File: config.mk
export PLATFORM = sky130hd
export DESIGN_NAME = c_subset_lexer_top
export DESIGN_NICKNAME = d
export VERILOG_FILES = /design/src/hw/rtl/csl_pkg.sv /design/src/hw/rtl/csl_front.sv /design/src/hw/rtl/csl_queue.sv /design/src/hw/rtl/csl_back.sv /design/src/hw/rtl/c_subset_lexer_top.sv
export SDC_FILE = /design/constraint.sdc
export NUM_CORES = 1
export LEC_CHECK = 0
export BUFFER_PORTS_ARGS = -buffer_cell sky130_fd_sc_hd__buf_4
export CAP_MARGIN = 5
export CORE_MARGIN = 4
export CORE_UTILIZATION = 55
export CTS_BUF_LIST = sky130_fd_sc_hd__clkbuf_4
export DETAILED_ROUTE_END_ITERATION = 6
export GPL_TIMING_DRIVEN = 0
export PLACE_DENSITY = 0.74
export SLEW_MARGIN = 5
export SYNTH_ARGS = -nofsm -noshare
export SYNTH_HDL_FRONTEND = slang
export SYNTH_SLANG_ARGS = --single-unit
File: constraint.sdc
create_clock -name clk_i -period 8.72 [get_ports clk_i]
set_input_delay 0.872 -clock clk_i [delete_from_list [all_inputs] [get_ports clk_i]]
set_output_delay 0.872 -clock clk_i [all_outputs]
set_load 0.02 [all_outputs]
File: src/hw/rtl/csl_pkg.sv
package csl_pkg;

  // Field widths of a token beat, keyword count and queue depth.
  localparam int KIND_BITS   = 5;
  localparam int NUM_BITS    = 63;
  localparam int KW_COUNT    = 5;
  localparam int QUEUE_DEPTH = 4;

  localparam logic [NUM_BITS-1:0] NUM_MAX = {NUM_BITS{1'b1}};

  typedef enum logic [KIND_BITS-1:0] {
    KIND_NUM, KIND_IDENT, KIND_RETURN, KIND_IF, KIND_ELSE, KIND_WHILE, KIND_FOR,
    KIND_EQ, KIND_NE, KIND_LE, KIND_GE,
    KIND_PLUS, KIND_MINUS, KIND_STAR, KIND_SLASH, KIND_LPAREN, KIND_RPAREN,
    KIND_LT, KIND_GT, KIND_SEMI, KIND_ASSIGN, KIND_LBRACE, KIND_RBRACE,
    KIND_EOF, KIND_ERROR
  } tok_kind_e;

  typedef enum logic [2:0] {
    MODE_IDLE, MODE_NAME, MODE_NUMBER, MODE_OPERATOR, MODE_ERROR
  } mode_e;

  typedef enum logic [1:0] {
    OP_ASSIGN, OP_LESS, OP_GREATER, OP_BANG
  } op_e;

  typedef enum logic [2:0] {
    CLS_SPACE, CLS_LETTER, CLS_DIGIT, CLS_OPER, CLS_PUNCT, CLS_OTHER
  } char_cls_e;

  // Keyword spellings, padded with zeros to eight columns.
  localparam logic [7:0] KW_TEXT [KW_COUNT][8] = '{
    '{"r", "e", "t", "u", "r", "n", 8'h00, 8'h00},
    '{"i", "f", 8'h00, 8'h00, 8'h00, 8'h00, 8'h00, 8'h00},
    '{"e", "l", "s", "e", 8'h00, 8'h00, 8'h00, 8'h00},
    '{"w", "h", "i", "l", "e", 8'h00, 8'h00, 8'h00},
    '{"f", "o", "r", 8'h00, 8'h00, 8'h00, 8'h00, 8'h00}
  };
  localparam logic [2:0] KW_LEN [KW_COUNT] = '{3'd6, 3'd2, 3'd4, 3'd5, 3'd3};

  // Token kind of each keyword slot.
  function automatic tok_kind_e kw_kind(input int k);
    tok_kind_e kind;
    case (k)
      0:       kind = KIND_RETURN;
      1:       kind = KIND_IF;
      2:       kind = KIND_ELSE;
      3:       kind = KIND_WHILE;
      default: kind = KIND_FOR;
    endcase
    return kind;
  endfunction

  // Character class of one source byte; operator starts win over punctuation.
  function automatic char_cls_e classify(input logic [7:0] c);
    char_cls_e cls;
    if (c inside {8'h20, [8'h09:8'h0D]}) begin
      cls = CLS_SPACE;
    end else if (c inside {["a":"z"], ["A":"Z"], "_"}) begin
      cls = CLS_LETTER;
    end else if (c inside {["0":"9"]}) begin
      cls = CLS_DIGIT;
    end else if (c inside {"=", "<", ">", "!"}) begin
      cls = CLS_OPER;
    end else if (c inside {"+", "-", "*", "/", "(", ")", ";", "{", "}"}) begin
      cls = CLS_PUNCT;
    end else begin
      cls = CLS_OTHER;
    end
    return cls;
  endfunction

  // Operator code of a byte that may open a two-character operator.
  function automatic op_e op_code(input logic [7:0] c);
    op_e op;
    case (c)
      "=":     op = OP_ASSIGN;
      "<":     op = OP_LESS;
      ">":     op = OP_GREATER;
      default: op = OP_BANG;
    endcase
    return op;
  endfunction

  // Token kind of a single-character punctuation byte.
  function automatic tok_kind_e punct_kind(input logic [7:0] c);
    tok_kind_e kind;
    case (c)
      "+":     kind = KIND_PLUS;
      "-":     kind = KIND_MINUS;
      "*":     kind = KIND_STAR;
      "/":     kind = KIND_SLASH;
      "(":     kind = KIND_LPAREN;
      ")":     kind = KIND_RPAREN;
      ";":     kind = KIND_SEMI;
      "{":     kind = KIND_LBRACE;
      default: kind = KIND_RBRACE;
    endcase
    return kind;
  endfunction

endpackage

File: src/hw/rtl/csl_front.sv
module csl_front import csl_pkg::*; #(
  parameter int POSITION_BITS    = 16,
  parameter int NAME_LENGTH_BITS = 8
) (
  input  logic                 clk_i,
  input  logic                 rst_ni,
  input  logic                 s_axis_tvalid,
  output logic                 s_axis_tready,
  input  logic [7:0]           s_axis_tdata,   // text_byte
  input  logic [0:0]           s_axis_tuser,   // end_of_text
  input  logic                 queue_full_i,
  output logic                 push_o,
  output logic [1+2*KIND_BITS+NUM_BITS+2*POSITION_BITS+NAME_LENGTH_BITS-1:0] rec_o
);

  localparam int P = POSITION_BITS;
  localparam int L = NAME_LENGTH_BITS;

  // One step's tokens: slot 0 is complete, slot 1 only ever holds
  // a token with zero value and length.
  typedef struct packed {
    logic          two;
    tok_kind_e     kind1;
    logic [P-1:0]  start1;
    tok_kind_e     kind0;
    logic [NUM_BITS-1:0] value0;
    logic [P-1:0]  start0;
    logic [L-1:0]  len0;
  } rec_t;

  mode_e               mode_q, mode_d;
  op_e                 pend_q, pend_d;
  logic [P-1:0]        tok_start_q, tok_start_d;
  logic [P-1:0]        text_pos_q, text_pos_d;
  logic [L-1:0]        run_len_q, run_len_d;
  logic [KW_COUNT-1:0] flags_q, flags_d;
  logic [NUM_BITS-1:0] acc_q, acc_d;

  logic                in_fire;
  logic [7:0]          c;
  logic                eot;
  char_cls_e           cls;
  logic [KW_COUNT-1:0] flags_cont;
  logic [KW_COUNT-1:0] flags_start;
  logic [NUM_BITS+3:0] acc_sum;
  logic [NUM_BITS-1:0] acc_next;
  logic                flush_v;
  logic                flush_err;
  logic                kw_found;
  tok_kind_e           flush_kind;
  logic [NUM_BITS-1:0] flush_value;
  logic [L-1:0]        flush_len;
  rec_t                rec;

  assign s_axis_tready = !queue_full_i;
  assign in_fire       = s_axis_tvalid && s_axis_tready;
  assign c             = s_axis_tdata;
  assign eot           = s_axis_tuser[0];
  assign cls           = classify(c);

  // Keyword match flags, for a running name and for a fresh one.
  always_comb begin
    for (int k = 0; k < KW_COUNT; k++) begin
      flags_cont[k]  = flags_q[k] && (run_len_q < L'(KW_LEN[k])) &&
                       (KW_TEXT[k][run_len_q[2:0]] == c);
      flags_start[k] = (KW_TEXT[k][0] == c);
    end
  end

  // Decimal accumulate with saturation: ten times the value as two shifts.
  assign acc_sum  = ({4'b0000, acc_q} << 3) + ({4'b0000, acc_q} << 1) +
                    (NUM_BITS+4)'(c[3:0]);
  assign acc_next = (|acc_sum[NUM_BITS+3:NUM_BITS]) ? NUM_MAX : acc_sum[NUM_BITS-1:0];

  // Token that the pending run yields when it ends.
  always_comb begin
    flush_v     = 1'b0;
    flush_err   = 1'b0;
    kw_found    = 1'b0;
    flush_kind  = KIND_NUM;
    flush_value = '0;
    flush_len   = '0;
    case (mode_q)
      MODE_NAME: begin
        flush_v    = 1'b1;
        flush_kind = KIND_IDENT;
        flush_len  = run_len_q;
        for (int k = 0; k < KW_COUNT; k++) begin
          if (!kw_found && flags_q[k] && (run_len_q == L'(KW_LEN[k]))) begin
            kw_found   = 1'b1;
            flush_kind = kw_kind(k);
            flush_len  = '0;
          end
        end
      end
      MODE_NUMBER: begin
        flush_v     = 1'b1;
        flush_kind  = KIND_NUM;
        flush_value = acc_q;
      end
      MODE_OPERATOR: begin
        flush_v = 1'b1;
        case (pend_q)
          OP_ASSIGN:  flush_kind = KIND_ASSIGN;
          OP_LESS:    flush_kind = KIND_LT;
          OP_GREATER: flush_kind = KIND_GT;
          default: begin
            flush_kind = KIND_ERROR;
            flush_err  = 1'b1;
          end
        endcase
      end
      default: ;
    endcase
  end

  // Lexer next state and the tokens of this beat.
  always_comb begin
    mode_d      = mode_q;
    pend_d      = pend_q;
    tok_start_d = tok_start_q;
    text_pos_d  = text_pos_q;
    run_len_d   = run_len_q;
    flags_d     = flags_q;
    acc_d       = acc_q;
    push_o      = 1'b0;
    rec.two     = 1'b0;
    rec.kind1   = KIND_EOF;
    rec.start1  = text_pos_q;
    rec.kind0   = flush_kind;
    rec.value0  = flush_value;
    rec.start0  = tok_start_q;
    rec.len0    = flush_len;

    if (in_fire) begin
      if (eot) begin
        // End of text: pending token, then EOF at the current offset.
        push_o = 1'b1;
        if (flush_v) begin
          rec.two = 1'b1;
        end else begin
          rec.kind0  = KIND_EOF;
          rec.value0 = '0;
          rec.start0 = text_pos_q;
          rec.len0   = '0;
        end
        mode_d     = MODE_IDLE;
        pend_d     = OP_ASSIGN;
        text_pos_d = '0;
        run_len_d  = '0;
        flags_d    = '1;
        acc_d      = '0;
      end else begin
        text_pos_d = text_pos_q + P'(1);
        if (mode_q == MODE_NAME && (cls == CLS_LETTER || cls == CLS_DIGIT)) begin
          flags_d = flags_cont;
          if (run_len_q != '1) begin
            run_len_d = run_len_q + L'(1);
          end
        end else if (mode_q == MODE_NUMBER && cls == CLS_DIGIT) begin
          acc_d = acc_next;
        end else if (mode_q == MODE_OPERATOR && c == "=") begin
          // Two-character operator completes.
          push_o     = 1'b1;
          rec.value0 = '0;
          rec.len0   = '0;
          case (pend_q)
            OP_ASSIGN:  rec.kind0 = KIND_EQ;
            OP_LESS:    rec.kind0 = KIND_LE;
            OP_GREATER: rec.kind0 = KIND_GE;
            default:    rec.kind0 = KIND_NE;
          endcase
          mode_d = MODE_IDLE;
        end else if (mode_q != MODE_ERROR) begin
          // The byte ends the pending run and starts something new.
          push_o = flush_v;
          mode_d = flush_err ? MODE_ERROR : MODE_IDLE;
          if (!flush_err) begin
            tok_start_d = text_pos_q;
            case (cls)
              CLS_SPACE: ;
              CLS_LETTER: begin
                mode_d    = MODE_NAME;
                flags_d   = flags_start;
                run_len_d = L'(1);
              end
              CLS_DIGIT: begin
                mode_d = MODE_NUMBER;
                acc_d  = NUM_BITS'(c[3:0]);
              end
              CLS_OPER: begin
                mode_d = MODE_OPERATOR;
                pend_d = op_code(c);
              end
              default: begin
                // Punctuation or an unknown byte gives a token right away.
                if (cls == CLS_OTHER) begin
                  mode_d = MODE_ERROR;
                end
                if (flush_v) begin
                  rec.two   = 1'b1;
                  rec.kind1 = (cls == CLS_PUNCT) ? punct_kind(c) : KIND_ERROR;
                end else begin
                  push_o     = 1'b1;
                  rec.kind0  = (cls == CLS_PUNCT) ? punct_kind(c) : KIND_ERROR;
                  rec.value0 = '0;
                  rec.start0 = text_pos_q;
                  rec.len0   = '0;
                end
              end
            endcase
          end
        end
      end
    end
  end

  assign rec_o = rec;

  // Lexer state registers.
  always_ff @(posedge clk_i or negedge rst_ni) begin
    if (!rst_ni) begin
      mode_q      <= MODE_IDLE;
      pend_q      <= OP_ASSIGN;
      tok_start_q <= '0;
      text_pos_q  <= '0;
      run_len_q   <= '0;
      flags_q     <= '1;
      acc_q       <= '0;
    end else begin
      mode_q      <= mode_d;
      pend_q      <= pend_d;
      tok_start_q <= tok_start_d;
      text_pos_q  <= text_pos_d;
      run_len_q   <= run_len_d;
      flags_q     <= flags_d;
      acc_q       <= acc_d;
    end
  end

endmodule

File: src/hw/rtl/csl_queue.sv
module csl_queue import csl_pkg::*; #(
  parameter int WIDTH = 8,
  parameter int DEPTH = 4
) (
  input  logic             clk_i,
  input  logic             rst_ni,
  input  logic             push_i,
  input  logic [WIDTH-1:0] data_i,
  input  logic             pop_i,
  output logic             valid_o,
  output logic [WIDTH-1:0] data_o,
  output logic             full_o
);

  localparam int PtrW = (DEPTH > 1) ? $clog2(DEPTH) : 1;
  localparam int CntW = $clog2(DEPTH + 1);

  logic [WIDTH-1:0] mem_q [DEPTH];
  logic [PtrW-1:0]  wr_ptr_q, rd_ptr_q;
  logic [CntW-1:0]  count_q;

  assign valid_o = (count_q != '0);
  assign full_o  = (count_q == CntW'(DEPTH));
  assign data_o  = mem_q[rd_ptr_q];

  // Entry storage.
  always_ff @(posedge clk_i) begin
    if (push_i) begin
      mem_q[wr_ptr_q] <= data_i;
    end
  end

  // Pointers and fill count.
  always_ff @(posedge clk_i or negedge rst_ni) begin
    if (!rst_ni) begin
      wr_ptr_q <= '0;
      rd_ptr_q <= '0;
      count_q  <= '0;
    end else begin
      if (push_i) begin
        wr_ptr_q <= (wr_ptr_q == PtrW'(DEPTH - 1)) ? '0 : wr_ptr_q + PtrW'(1);
      end
      if (pop_i) begin
        rd_ptr_q <= (rd_ptr_q == PtrW'(DEPTH - 1)) ? '0 : rd_ptr_q + PtrW'(1);
      end
      if (push_i && !pop_i) begin
        count_q <= count_q + CntW'(1);
      end else if (pop_i && !push_i) begin
        count_q <= count_q - CntW'(1);
      end
    end
  end

endmodule

File: src/hw/rtl/csl_back.sv
module csl_back import csl_pkg::*; #(
  parameter int POSITION_BITS    = 16,
  parameter int NAME_LENGTH_BITS = 8,
  parameter int SERIAL_BITS      = 16,
  localparam int OutW   = KIND_BITS + NUM_BITS + POSITION_BITS + NAME_LENGTH_BITS +
                          SERIAL_BITS,
  localparam int TdataW = ((OutW + 7) / 8) * 8
) (
  input  logic              clk_i,
  input  logic              rst_ni,
  input  logic              fifo_valid_i,
  input  logic [1+2*KIND_BITS+NUM_BITS+2*POSITION_BITS+NAME_LENGTH_BITS-1:0] rec_i,
  output logic              pop_o,
  output logic              m_axis_tvalid,
  input  logic              m_axis_tready,
  // token_kind, number_value, start_position, name_length, keyword_serial
  output logic [TdataW-1:0] m_axis_tdata,
  output logic              m_axis_tlast
);

  localparam int P = POSITION_BITS;
  localparam int L = NAME_LENGTH_BITS;
  localparam int S = SERIAL_BITS;

  typedef struct packed {
    logic          two;
    tok_kind_e     kind1;
    logic [P-1:0]  start1;
    tok_kind_e     kind0;
    logic [NUM_BITS-1:0] value0;
    logic [P-1:0]  start0;
    logic [L-1:0]  len0;
  } rec_t;

  rec_t                rec;
  logic                load;
  logic                phase_q;
  logic                valid_q;
  tok_kind_e           kind_q, sel_kind;
  logic [NUM_BITS-1:0] value_q, sel_value;
  logic [P-1:0]        start_q, sel_start;
  logic [L-1:0]        len_q, sel_len;
  logic [S-1:0]        serial_q, sel_serial;
  logic                last_q, sel_last;
  logic [S-1:0]        if_cnt_q, while_cnt_q, for_cnt_q;

  assign rec   = rec_i;
  assign load  = fifo_valid_i && (!valid_q || m_axis_tready);
  assign pop_o = load && (phase_q || !rec.two);

  // Pick the next token of the head entry and its keyword serial.
  always_comb begin
    if (phase_q) begin
      sel_kind  = rec.kind1;
      sel_value = '0;
      sel_start = rec.start1;
      sel_len   = '0;
      sel_last  = 1'b1;
    end else begin
      sel_kind  = rec.kind0;
      sel_value = rec.value0;
      sel_start = rec.start0;
      sel_len   = rec.len0;
      sel_last  = !rec.two;
    end
    case (sel_kind)
      KIND_IF:    sel_serial = if_cnt_q;
      KIND_WHILE: sel_serial = while_cnt_q;
      KIND_FOR:   sel_serial = for_cnt_q;
      default:    sel_serial = '0;
    endcase
  end

  // Output beat payload.
  always_ff @(posedge clk_i) begin
    if (load) begin
      kind_q   <= sel_kind;
      value_q  <= sel_value;
      start_q  <= sel_start;
      len_q    <= sel_len;
      serial_q <= sel_serial;
      last_q   <= sel_last;
    end
  end

  // Beat valid, entry phase and keyword counters.
  always_ff @(posedge clk_i or negedge rst_ni) begin
    if (!rst_ni) begin
      valid_q     <= 1'b0;
      phase_q     <= 1'b0;
      if_cnt_q    <= '0;
      while_cnt_q <= '0;
      for_cnt_q   <= '0;
    end else begin
      if (load) begin
        valid_q <= 1'b1;
        phase_q <= !phase_q && rec.two;
        if (sel_kind == KIND_IF) begin
          if_cnt_q <= if_cnt_q + S'(1);
        end
        if (sel_kind == KIND_WHILE) begin
          while_cnt_q <= while_cnt_q + S'(1);
        end
        if (sel_kind == KIND_FOR) begin
          for_cnt_q <= for_cnt_q + S'(1);
        end
      end else if (m_axis_tready) begin
        valid_q <= 1'b0;
      end
    end
  end

  assign m_axis_tvalid = valid_q;
  assign m_axis_tlast  = last_q;
  assign m_axis_tdata  = TdataW'({serial_q, len_q, start_q, value_q, kind_q});

  // The second token of an entry is only pending while that entry is held.
  a_phase_has_entry: assert property (@(posedge clk_i) disable iff (!rst_ni)
    phase_q |-> fifo_valid_i) else $error("second token pending with empty queue");

  // A beat that is not the last of its step leaves the second token pending.
  a_not_last_phase: assert property (@(posedge clk_i) disable iff (!rst_ni)
    (valid_q && !last_q) |-> phase_q) else $error("non-final beat without follower");

  // Serials appear only on counted keywords.
  a_serial_kind: assert property (@(posedge clk_i) disable iff (!rst_ni)
    (valid_q && serial_q != '0) |->
      (kind_q == KIND_IF || kind_q == KIND_WHILE || kind_q == KIND_FOR))
    else $error("keyword serial on wrong token kind");

  // The queue is never popped empty.
  a_pop_valid: assert property (@(posedge clk_i) disable iff (!rst_ni)
    pop_o |-> fifo_valid_i) else $error("pop from empty queue");

endmodule

File: src/hw/rtl/c_subset_lexer_top.sv
// Byte-serial lexer: one source byte (or end-of-text beat) accepted per cycle while
// the queue is not full. The first token of a byte is registered in the queue and
// then in the output register.
// Throughput: one token beat per cycle unless the sink stalls; a byte with two tokens
// gives two beats, absorbed by a four-entry queue between lexer and output stage.
// Reset: asynchronous active low; lexer idles at offset zero, keyword serials clear.
module c_subset_lexer_top import csl_pkg::*; #(
  parameter int POSITION_BITS    = 16,
  parameter int NAME_LENGTH_BITS = 8,
  parameter int SERIAL_BITS      = 16,
  localparam int OutW   = KIND_BITS + NUM_BITS + POSITION_BITS + NAME_LENGTH_BITS +
                          SERIAL_BITS,
  localparam int TdataW = ((OutW + 7) / 8) * 8
) (
  input  logic              clk_i,
  input  logic              rst_ni,
  input  logic              s_axis_tvalid,
  output logic              s_axis_tready,
  input  logic [7:0]        s_axis_tdata,   // text_byte
  input  logic [0:0]        s_axis_tuser,   // end_of_text
  output logic              m_axis_tvalid,
  input  logic              m_axis_tready,
  // token_kind, number_value, start_position, name_length, keyword_serial
  output logic [TdataW-1:0] m_axis_tdata,
  output logic              m_axis_tlast
);

  localparam int RecW = 1 + 2 * KIND_BITS + NUM_BITS + 2 * POSITION_BITS +
                        NAME_LENGTH_BITS;

  logic            push;
  logic            pop;
  logic            queue_full;
  logic            queue_valid;
  logic [RecW-1:0] rec_in;
  logic [RecW-1:0] rec_out;

  // Lexer front end.
  csl_front #(
    .POSITION_BITS   (POSITION_BITS),
    .NAME_LENGTH_BITS(NAME_LENGTH_BITS)
  ) u_front (
    .clk_i        (clk_i),
    .rst_ni       (rst_ni),
    .s_axis_tvalid(s_axis_tvalid),
    .s_axis_tready(s_axis_tready),
    .s_axis_tdata (s_axis_tdata),
    .s_axis_tuser (s_axis_tuser),
    .queue_full_i (queue_full),
    .push_o       (push),
    .rec_o        (rec_in)
  );

  // Step queue.
  csl_queue #(
    .WIDTH(RecW),
    .DEPTH(QUEUE_DEPTH)
  ) u_queue (
    .clk_i  (clk_i),
    .rst_ni (rst_ni),
    .push_i (push),
    .data_i (rec_in),
    .pop_i  (pop),
    .valid_o(queue_valid),
    .data_o (rec_out),
    .full_o (queue_full)
  );

  // Token output stage.
  csl_back #(
    .POSITION_BITS   (POSITION_BITS),
    .NAME_LENGTH_BITS(NAME_LENGTH_BITS),
    .SERIAL_BITS     (SERIAL_BITS)
  ) u_back (
    .clk_i        (clk_i),
    .rst_ni       (rst_ni),
    .fifo_valid_i (queue_valid),
    .rec_i        (rec_out),
    .pop_o        (pop),
    .m_axis_tvalid(m_axis_tvalid),
    .m_axis_tready(m_axis_tready),
    .m_axis_tdata (m_axis_tdata),
    .m_axis_tlast (m_axis_tlast)
  );

endmodule
==> run summary, run 1 <==
The flow ran to the end, and the final reports show no timing, DRC or antenna violations. The via count of the first global-routing pass came out at 22991. The cell type with the largest total area after synthesis was sky130_fd_sc_hd__edfxtp_1. The register bit total from synthesis was 735; the detailed router's first-iteration violation count was 1981.

The required arrival time at the worst endpoint was 9.55 ns. No sink is reached through more buffers than the 3 on the longest clock path. The run gives 0 as the final antenna-violating net count. The first detailed-routing pass ran for 6 iterations.

The logs give 14.4% for the headroom to the max-slew limit and 4 for the count of H-tree levels built during CTS. The leakage power is 15.7 nW, and the count of flip-flops with a built-in enable after synthesis is 565. After detailed routing, the average wire length per cell comes to 20.5 µm.

After synthesis, the share of flip-flops with an asynchronous set or reset is 23.1%. The number of buffers created by CTS is 183. Critical path startpoint category: a flop. The area growth from synthesis to layout was 14.4%.

The routed design could run at a clock period as short as 4.56 ns. Of all nets on the critical path, the largest fanout is 10. The netlist uses 88 different library cells. The tools report the clock share of power as 27.6%.

Across every metal layer, demand over resource in global routing totals 23.1%. The clock transition at the registers of the reported paths was 0.07 ns. The clock latency on the worst-skew pair was 1.03 ns; the switching share of power was 30.4%.

Across all setup checks in the final design, the least slack found is 4.16 ns. The run gives 0.0745 ns as the final clock skew. By instance count, the leading cell after synthesis is sky130_fd_sc_hd__edfxtp_1. The clock drives 735 sinks. The final route contains 22072 vias. Prior to clock tree synthesis, the placed netlist has a worst setup slack of 3.67 ns.

The initial utilization of the core area, before any placement, comes to 55.8%. The pin count of the biggest net entering global routing is 108, and the number of maximum-capacitance constraint violations is 0. The top cell type by area accounts for 49.1% of the synthesized area. Number of nets in the final layout: 2904.

Ranked by total cell area, the synthesized netlist is headed by sky130_fd_sc_hd__edfxtp_1 49%, sky130_fd_sc_hd__dfrtp_1 12%, sky130_fd_sc_hd__mux4_2 7.4%. The number of max-slew violations in the final report was 0. Most frequently used flop master after synthesis: sky130_fd_sc_hd__edfxtp_1. The first element of the critical path was u_front.acc_q[0]. The setup check on the worst reg-to-reg path leaves a slack of 4.16 ns.

The worst setup path category is flop to flop. The total overflow left after global routing is 0. Setup repair after global routing left no endpoint under its margin.

The total die area came out at 67000 µm². The tools report the nature of the critical path endpoint as a flop. Of the cells placed in the final design, the portion with a size suffix greater than 1 is 23.0%. In this run the core area contains 91 standard-cell rows.

Per-cell via count in the routed design: 5.89. Setup violations remaining at the end of the flow were counted as 0. The overall die width was 259 µm; the final weighted congestion of routability-driven global placement was 0.940.

Summed over all layers, the routed wires come to 76.7 mm. The combinational share of power was 27.9%. The average cell area after synthesis was 14.3 µm²; the part of the power in registers was 44.6%. The fraction of the cycle the final worst path needs is 52.3%. The worst register-to-register path begins at u_front.acc_q[0]. In this run the power spent charging and discharging nets is 3.35 mW. Derived from the worst setup path, the maximum achievable clock frequency is 0.219 GHz.

After synthesis, the most frequently instantiated cells are 565 x sky130_fd_sc_hd__edfxtp_1, 165 x sky130_fd_sc_hd__dfrtp_1, 142 x sky130_fd_sc_hd__ha_1. The power density relative to cell area is 279 nW/µm². The logs give 0 for the final hold violation count and 0.190 mV for the peak ir drop on the vdd network. The first-pass GRT wire length is 122 mm, and the total power draw is 11.0 mW. The post-synthesis instance area is 34600 µm².

The class of the worst hold path is input pin to flop. The number of antenna violations at the first check in global routing was 7; the count of input and output buffers was 123. Transition time of the tightest slew-check pin: 1.28 ns.

The number of instances in the synthesized netlist is 2416, and the yosys synthesis warning count is 0. The run gives 128 as the top-level port count. Buffer cell driving the clock tree root: sky130_fd_sc_hd__clkbuf_4.

The tools report the sequential fraction of the synthesis area as 61.4%. Endpoint of the worst setup timing path: u_front.acc_q[21]. The core outline area came out at 61900 µm². The wire-length estimate of the detail-placed layout is 52.2 mm. After detailed routing, the number of remaining DRC violations is 0. TritonCTS built the clock tree.

The internal power of the cells totals 7.67 mW. Vertical extent of the die: 259 µm. Measured in cells, the most critical reg-to-reg path has a length of 14.

At the worst endpoint, the arrival time is 5.40 ns. The capturing point of the worst reg2reg path is u_front.acc_q[21].
logic make-up after synthesis:
| logic type | count (synthesis) | share of synthesized area [%] |
|---|---|---|
| compound gates | 425 | 8.77 |
| xor+xnor | 124 | 3.14 |
| fa+ha+maj | 145 | 5.31 |
| buf+inv | 184 | 2.23 |
| flops | 735 | 61.4 |
| mux | 181 | 9.59 |
| other cells | 1 | 0.0108 |
| simple gates | 621 | 9.57 |
stage by stage:
stage          instance area (µm²)  instances  utilization (%)  hold slack, ns  setup TNS [ns]
3_5_place_dp                 37000       3396             59.7           0.462               0
6_report                     39600       3745             63.9           0.334               0
4_1_cts                      39500       3736             63.8           0.191               0
3_3_place_gp                 36600       3379             59.0           0.457         -248.88
5_1_grt                      39600       3745             63.9           0.249               0
2_1_floorplan                34600       2419                -           0.441               0
repair_timing:
action	in CTS	in global routing
resized for setup	0	0
setup buffers	0	0
hold buffers	2	0
endpoints found under the hold margin	106	0
registers in the layout, summed over array words and instances (netlist names):
signal,cells
u_queue.mem_q,456
u_back.kind_q,5
u_front.tok_start_q,16
u_back.m_axis_tvalid,1
u_front.run_len_q,8
u_back.serial_q,16
u_back.if_cnt_q,16
u_back.phase_q,1
u_back.while_cnt_q,16
u_queue.wr_ptr_q,2
u_front.mode_q,3
u_queue.count_q,3
u_back.value_q,63
u_front.pend_q,2
u_front.text_pos_q,16
u_back.for_cnt_q,16
u_back.start_q,16
u_back.len_q,8
u_back.m_axis_tlast,1
u_queue.rd_ptr_q,2
u_front.flags_q,5
u_front.acc_q,63
cells in the final DEF (no fill, tap or decap), types with 25 or more instances in the layout:
master and instances:
sky130_fd_sc_hd__buf_4 128, sky130_fd_sc_hd__nor2_1 108, sky130_fd_sc_hd__and3_1 29, sky130_fd_sc_hd__clkinv_1 38, sky130_fd_sc_hd__inv_1 47, sky130_fd_sc_hd__and2_1 84
sky130_fd_sc_hd__edfxtp_1 565, sky130_fd_sc_hd__nand2_1 138, sky130_fd_sc_hd__ha_1 142, sky130_fd_sc_hd__nor2b_1 77, sky130_fd_sc_hd__nand4_1 36, sky130_fd_sc_hd__o21ai_0 62
sky130_fd_sc_hd__dfrtp_1 165, sky130_fd_sc_hd__a21o_1 34, sky130_fd_sc_hd__nand3_1 43, sky130_fd_sc_hd__a21oi_1 99, sky130_fd_sc_hd__nor3_1 25, sky130_fd_sc_hd__xnor2_1 74
sky130_fd_sc_hd__clkbuf_1 102, sky130_fd_sc_hd__a221o_1 63, sky130_fd_sc_hd__mux2_2 64, sky130_fd_sc_hd__xor2_1 50, sky130_fd_sc_hd__mux4_2 114, sky130_fd_sc_hd__clkbuf_4 275
how the worst min path moves through the flow:
stage | cells past startpoint | slack, ns | start | end
global placement | 1 | 0.46 | u_back.for_cnt_q[15] | u_back.for_cnt_q[15]
CTS | 4 | 0.19 | s_axis_tdata[7] | u_front.flags_q[0]
detailed placement | 1 | 0.46 | u_back.while_cnt_q[15] | u_back.while_cnt_q[15]
floorplan | 1 | 0.44 | u_back.for_cnt_q[15] | u_back.for_cnt_q[15]
global route | 4 | 0.25 | s_axis_tdata[1] | u_front.acc_q[1]
finish | 4 | 0.33 | s_axis_tdata[7] | u_front.flags_q[0]
critical path, cell delays in order, from the launching register on:
cell	delay, ns
sky130_fd_sc_hd__dfrtp_1	0.46
sky130_fd_sc_hd__fa_1	0.53
sky130_fd_sc_hd__fa_1	0.49
sky130_fd_sc_hd__a21o_1	0.21
sky130_fd_sc_hd__a221oi_2	0.40
sky130_fd_sc_hd__nor3_1	0.13
sky130_fd_sc_hd__o31a_1	0.28
sky130_fd_sc_hd__nor3_2	0.25
sky130_fd_sc_hd__nand3_1	0.15
sky130_fd_sc_hd__and2_1	0.26
sky130_fd_sc_hd__a221o_1	0.35
sky130_fd_sc_hd__o31a_1	0.25
sky130_fd_sc_hd__buf_4	0.19
sky130_fd_sc_hd__buf_6	0.16
sky130_fd_sc_hd__a221o_1	0.28
power groups by stage:
stage | clock (mW) | sequential (mW) | combinational (mW)
2_1_floorplan | 0 | 5.33 | 1.64
3_3_place_gp | 0 | 5.09 | 2.95
3_5_place_dp | 0 | 4.99 | 3.12
4_1_cts | 3.12 | 4.92 | 3.14
5_1_grt | 3.33 | 4.98 | 3.32
6_report | 3.04 | 4.91 | 3.07
final cells by class:
class,instances,area [µm²]
fill,4623,22400
sequential,735,21200
multi-input combinational,1500,12600
clock buffer,275,2060
timing repair buffer,142,1350
tap,837,1050
buffer,136,592
clock inverter,63,465
inverter,48,180
antenna,9,22.5
layer usage:
metal	wire [µm]	GRT usage, %	vias up
li1	-	-	10170
met1	31800	29.7	11007
met2	38700	39.1	750
met3	4210	4.91	139
met4	1910	8.31	6
met5	34	0	-
No activity file was read; power rests on OpenSTA's default activity.
==> run 2, diff against run 1 <==
Settings changed: ABC_AREA set to 1, PLACE_DENSITY 0.74 to 0.71.
Clock period 8.72 ns to 4.2 ns, I/O delays scaled along.
==> run 2 against run 1 <==
Final cell count rose by 44%. Setup slack worse by 3.9 ns. Via count up 34%. Synthesized cell count rose by 66%. Final area grew 7.7%. Clock-buffer cell count grew 36. Combinational power grew to 2.8 times the previous value. Largest power group unchanged. Sequential power increased by 110%. Clock power is 110% higher. Critical path depth up 3. Critical path type unchanged. Critical endpoint is now u_front.acc_q[1]. Sequential share of layout area shrank 3.8 points.
==> run summary, run 2 <==
The number of buffer and inverter stages on the critical path was 1 (-1). The tree is rooted in a sky130_fd_sc_hd__clkbuf_4. On the critical path, the stage with the largest delay is an instance of sky130_fd_sc_hd__dlygate4sd3_1. The sequential fraction of the synthesis area is 56.9% (-4.5 points).

Setup repair after global routing left no endpoint under its margin. The category of cells accounting for the largest share of critical-path delay is simple AND/OR/NAND/NOR gates. The class of the worst hold path is input pin to flop.

Walking the worst path, the cells encountered are fa_1, fa_1, nand3_1, nand3_1, nand2_1, nand2_1, nand2_1, nand2_1, nand2_1, nand2_1, a21oi_1, nand3_2, nor2_4, nand2_1, nand2_1, dlygate4sd3_1, nand2_1. For the final hold slack, the log shows 0.164 ns (-0.169 ns). In the layout the commonest cells are 749 x sky130_fd_sc_hd__nor2_1, 740 x sky130_fd_sc_hd__nand2_1, 565 x sky130_fd_sc_hd__edfxtp_1, 395 x sky130_fd_sc_hd__inv_1, 335 x sky130_fd_sc_hd__o21ai_0.

The worst-path maximum fanout was 7 (-3). The first-pass GRT wire length was 157 mm (+28%); the per-cell via count in the routed design was 5.50 (-6.7%). The top-level port count was 128 (unchanged); the final weighted congestion of routability-driven global placement was 0.973 (+3.4%). The setup path with the least slack is of type flop to flop. The run gives 735 (unchanged) as the number of clock sinks seen by CTS. For the via count of the routed design, the log shows 29613 (+34%). The run gives 28674 (+25%) as the via count of the first global-routing pass. Total die area: 72000 µm² (+7.6%). The register bit total from synthesis came out at 735 (unchanged). The logs give 0.327 mV (+72%) for the peak ir drop on the vdd network and 0 (unchanged) for the post-CTS setup buffer count. Most common cell in the netlist: sky130_fd_sc_hd__nor2_1.

For the core utilization of the finished layout, the log shows 63.5% (-0.42 points). Required arrival time at the worst endpoint: 5.12 ns (-4.43 ns). The largest registers in the layout are u_queue.mem_q x456, u_back.value_q x63, u_front.acc_q x63. Core outline area: 67200 µm² (+8.4%). The run gives 15 (+13) as the hold buffer count at cts.

The number of nets in the final layout is 4512 (+55%). Number of placed cells counting well taps: 5027 (+48%). The detailed router's first-iteration violation count came out at 2797 (+41%). The tools report the yosys synthesis warning count as 0 (unchanged). The run gives 4 (unchanged) as the count of H-tree levels built during CTS. Summed over all instances, the cell type with the most area after synthesis is sky130_fd_sc_hd__edfxtp_1. Final hold violation count: 0 (unchanged). Ranked by total cell area, the synthesized netlist is headed by sky130_fd_sc_hd__edfxtp_1 45%, sky130_fd_sc_hd__dfrtp_1 11%, sky130_fd_sc_hd__nor2_1 7.6%. The count of TritonRoute iterations in the first routing pass was 6 (unchanged).

The count of input and output buffers was 122 (-0.81%); the number of max-slew violations in the final report was 0 (unchanged). The placed wire-length estimate after detailed placement was 72.6 mm (+39%). The run gives 55.5% (-0.31 points) as the effective utilization at floorplan. The routed length per placed instance was 18.9 µm (-7.9%). The fraction of the cycle the final worst path needs was 94.1% (+42 points).

The cell that appears most often on the critical path is sky130_fd_sc_hd__nand2_1. The tools report the post-route DRC violation count as 0 (unchanged). Ranked by flip-flop count, first place goes to u_queue.mem_q. The overall die width is 268 µm (+3.7%), and the leakage power is 18.3 nW (+16%). The vertical extent of the die works out to 268 µm (+3.7%). The number of endpoints failing setup at the final stage was 0 (unchanged); the transition time of the tightest slew-check pin was 1.33 ns (+0.0434 ns). The most frequently used flop master after synthesis was sky130_fd_sc_hd__edfxtp_1. The tools report the maximum number of buffers from clock root to sink as 3 (unchanged). The run gives 102 mm (+33%) as the final routed wirelength across all metal layers. The count of cell types in the netlist is 57 (-35%), and the share of synthesized registers carrying an async set or reset is 23.1% (unchanged). Post-synthesis instance area: 37300 µm² (+7.8%). The headroom to the max-slew limit was 11.7% (-2.7 points). The commonest cells after synthesis are 753 x sky130_fd_sc_hd__nor2_1, 740 x sky130_fd_sc_hd__nand2_1, 565 x sky130_fd_sc_hd__edfxtp_1. The average cell area after synthesis works out to 9.31 µm² (-35%). The worst setup path is captured at a flop. From synthesis to final layout, the design area changed by 14.3%. The logs give 95 (+4.4%) for the placement row count and 4006 (+66%) for the number of instances in the synthesized netlist. The number of maximum-capacitance constraint violations was 0 (unchanged). The tools report the number of antenna violations at the first check in global routing as 3 (-4).

The power density relative to cell area came out at 596 nW/µm² (+110%). The clock latency on the worst-skew pair was 1.06 ns (+0.03 ns). The flip-flop count of the largest register after layout is 456 (unchanged). The clock transition at the registers of the reported paths was 0.06 ns (about the same).

The final global-route overflow total was 0 (unchanged). The final non-filler cell total is 5387 (+44%). The run gives 28.1% (+5.0 points) as the total routing usage reported by global routing.

The run gives 4.87 ns (-0.53 ns) as the worst endpoint data arrival time. The logs give 108 (unchanged) for the pin count of the biggest net entering global routing and 183 (unchanged) for the number of buffers created by CTS. The run finished with clean final reports.

The time the worst path needs with I/O delays and setup works out to 3.95 ns (-0.611 ns). STA classifies the critical path startpoint as a flop. The share of final-layout standard cells stronger than drive strength 1 is 13.9% (-9.2 points), and the maximum frequency from static timing analysis is 0.253 GHz (+15%).

Delay of the slowest cell on the worst path: 0.55 ns (+0.02 ns). TritonCTS built the clock tree. The final antenna-violating net count is 0 (unchanged).

Leaving out fill and tap cells, the most frequent cell in the layout is sky130_fd_sc_hd__nor2_1. The tools report the final clock skew as 0.0989 ns (+0.0245 ns). The top-area cell type share of the netlist area was 45.5% (-3.6 points); the count of flip-flops with a built-in enable after synthesis was 565 (unchanged). The number of gates resized after CTS came out at 0 (unchanged).
==> run 2: changes by cell type after synthesis, moves of 34 or more <==
cell,before,now
sky130_fd_sc_hd__nand2_1,138,740
sky130_fd_sc_hd__nor2b_1,77,0
sky130_fd_sc_hd__o21ai_0,62,335
sky130_fd_sc_hd__xnor2_1,74,30
sky130_fd_sc_hd__a21o_1,34,0
sky130_fd_sc_hd__nand3_1,43,132
sky130_fd_sc_hd__mux4_2,114,0
sky130_fd_sc_hd__inv_1,47,395
sky130_fd_sc_hd__nor2_1,108,753
sky130_fd_sc_hd__and2_1,88,3
sky130_fd_sc_hd__mux2_2,64,0
sky130_fd_sc_hd__a21oi_1,100,191
sky130_fd_sc_hd__a221o_1,63,0
==> run 2: tightest hold or removal path, delay by kind of cell <==
family | cells | cell delay [ns]
buffers and inverters | 2 | 0.63
AO/OA/AOI/OAI | 1 | 0.06
==> run 2: cell families (layout without fill, tap and decap cells) <==
logic type                 after synthesis  in the layout  synth area share (%)
AOI/OAI and AO/OA                      650            650                  9.40
other                                    1              7                0.0101
adders and majority gates              145            145                  4.93
xor gates and xnor gates               105            105                  2.47
and+or+nand+nor                       1815           1815                  20.2
buffers and inverters                  555           1057                  6.09
DFF                                    735            735                  56.9
==> run 2: path summary, 6_finish.rpt <==
kind                                    start               endpoint  slack (ns)  depth (start not counted)
max in group asynchronous              rst_ni      u_front.acc_q[59]        3.08                          4
min in group asynchronous              rst_ni  u_front.text_pos_q[3]        0.54                          4
max                          u_front.acc_q[2]       u_front.acc_q[1]        0.25                         17
min                             m_axis_tready   u_back.m_axis_tvalid        0.16                          3
min reg2reg                u_back.if_cnt_q[5]     u_back.if_cnt_q[5]        0.47                          1
max reg2reg                  u_front.acc_q[2]       u_front.acc_q[1]        0.25                         17
==> run 2: cell type report <==
class                           instances  area [µm²]
Timing Repair Buffer                  160        1590
Clock inverter                         31         248
Fill cell                            5525       24500
Sequential cell                       735       21200
Multi-Input combinational cell       2719       13900
Inverter                              415        1560
Buffer                                140         707
Tap cell                              873        1090
Clock buffer                          311        2330
Antenna cell                            3        7.51
==> run 2: per-layer routing <==
| metal | share of wire [%] | routed length [µm] | track usage [%] |
|---|---|---|---|
| met5 | 0 | 0 | 0 |
| met4 | 2.3 | 2310 | 8.55 |
| met3 | 6.3 | 6400 | 4.78 |
| met2 | 49 | 49600 | 47.7 |
| met1 | 43 | 43300 | 37.4 |
==> run 2: per-stage QoR <==
stage	setup TNS [ns]	area [µm²]	total power [mW]	setup WS, ns
3_3_place_gp	-1866.98	39300	18.8	-4.05
6_report	0	42600	25.4	0.248
2_1_floorplan	-459.01	37300	15.6	-1.01
4_1_cts	0	42600	25.5	0.273
3_5_place_dp	-5.68	39900	19.1	-0.117
5_1_grt	0	42600	26.9	0.0667
==> run 2: where the power goes <==
part | internal (mW) | switching (mW) | total [mW]
Combinational | 2.61 | 5.92 | 8.53
Sequential | 9.90 | 0.581 | 10.5
Clock | 3.48 | 2.91 | 6.39
Total | 16.0 | 9.41 | 25.4
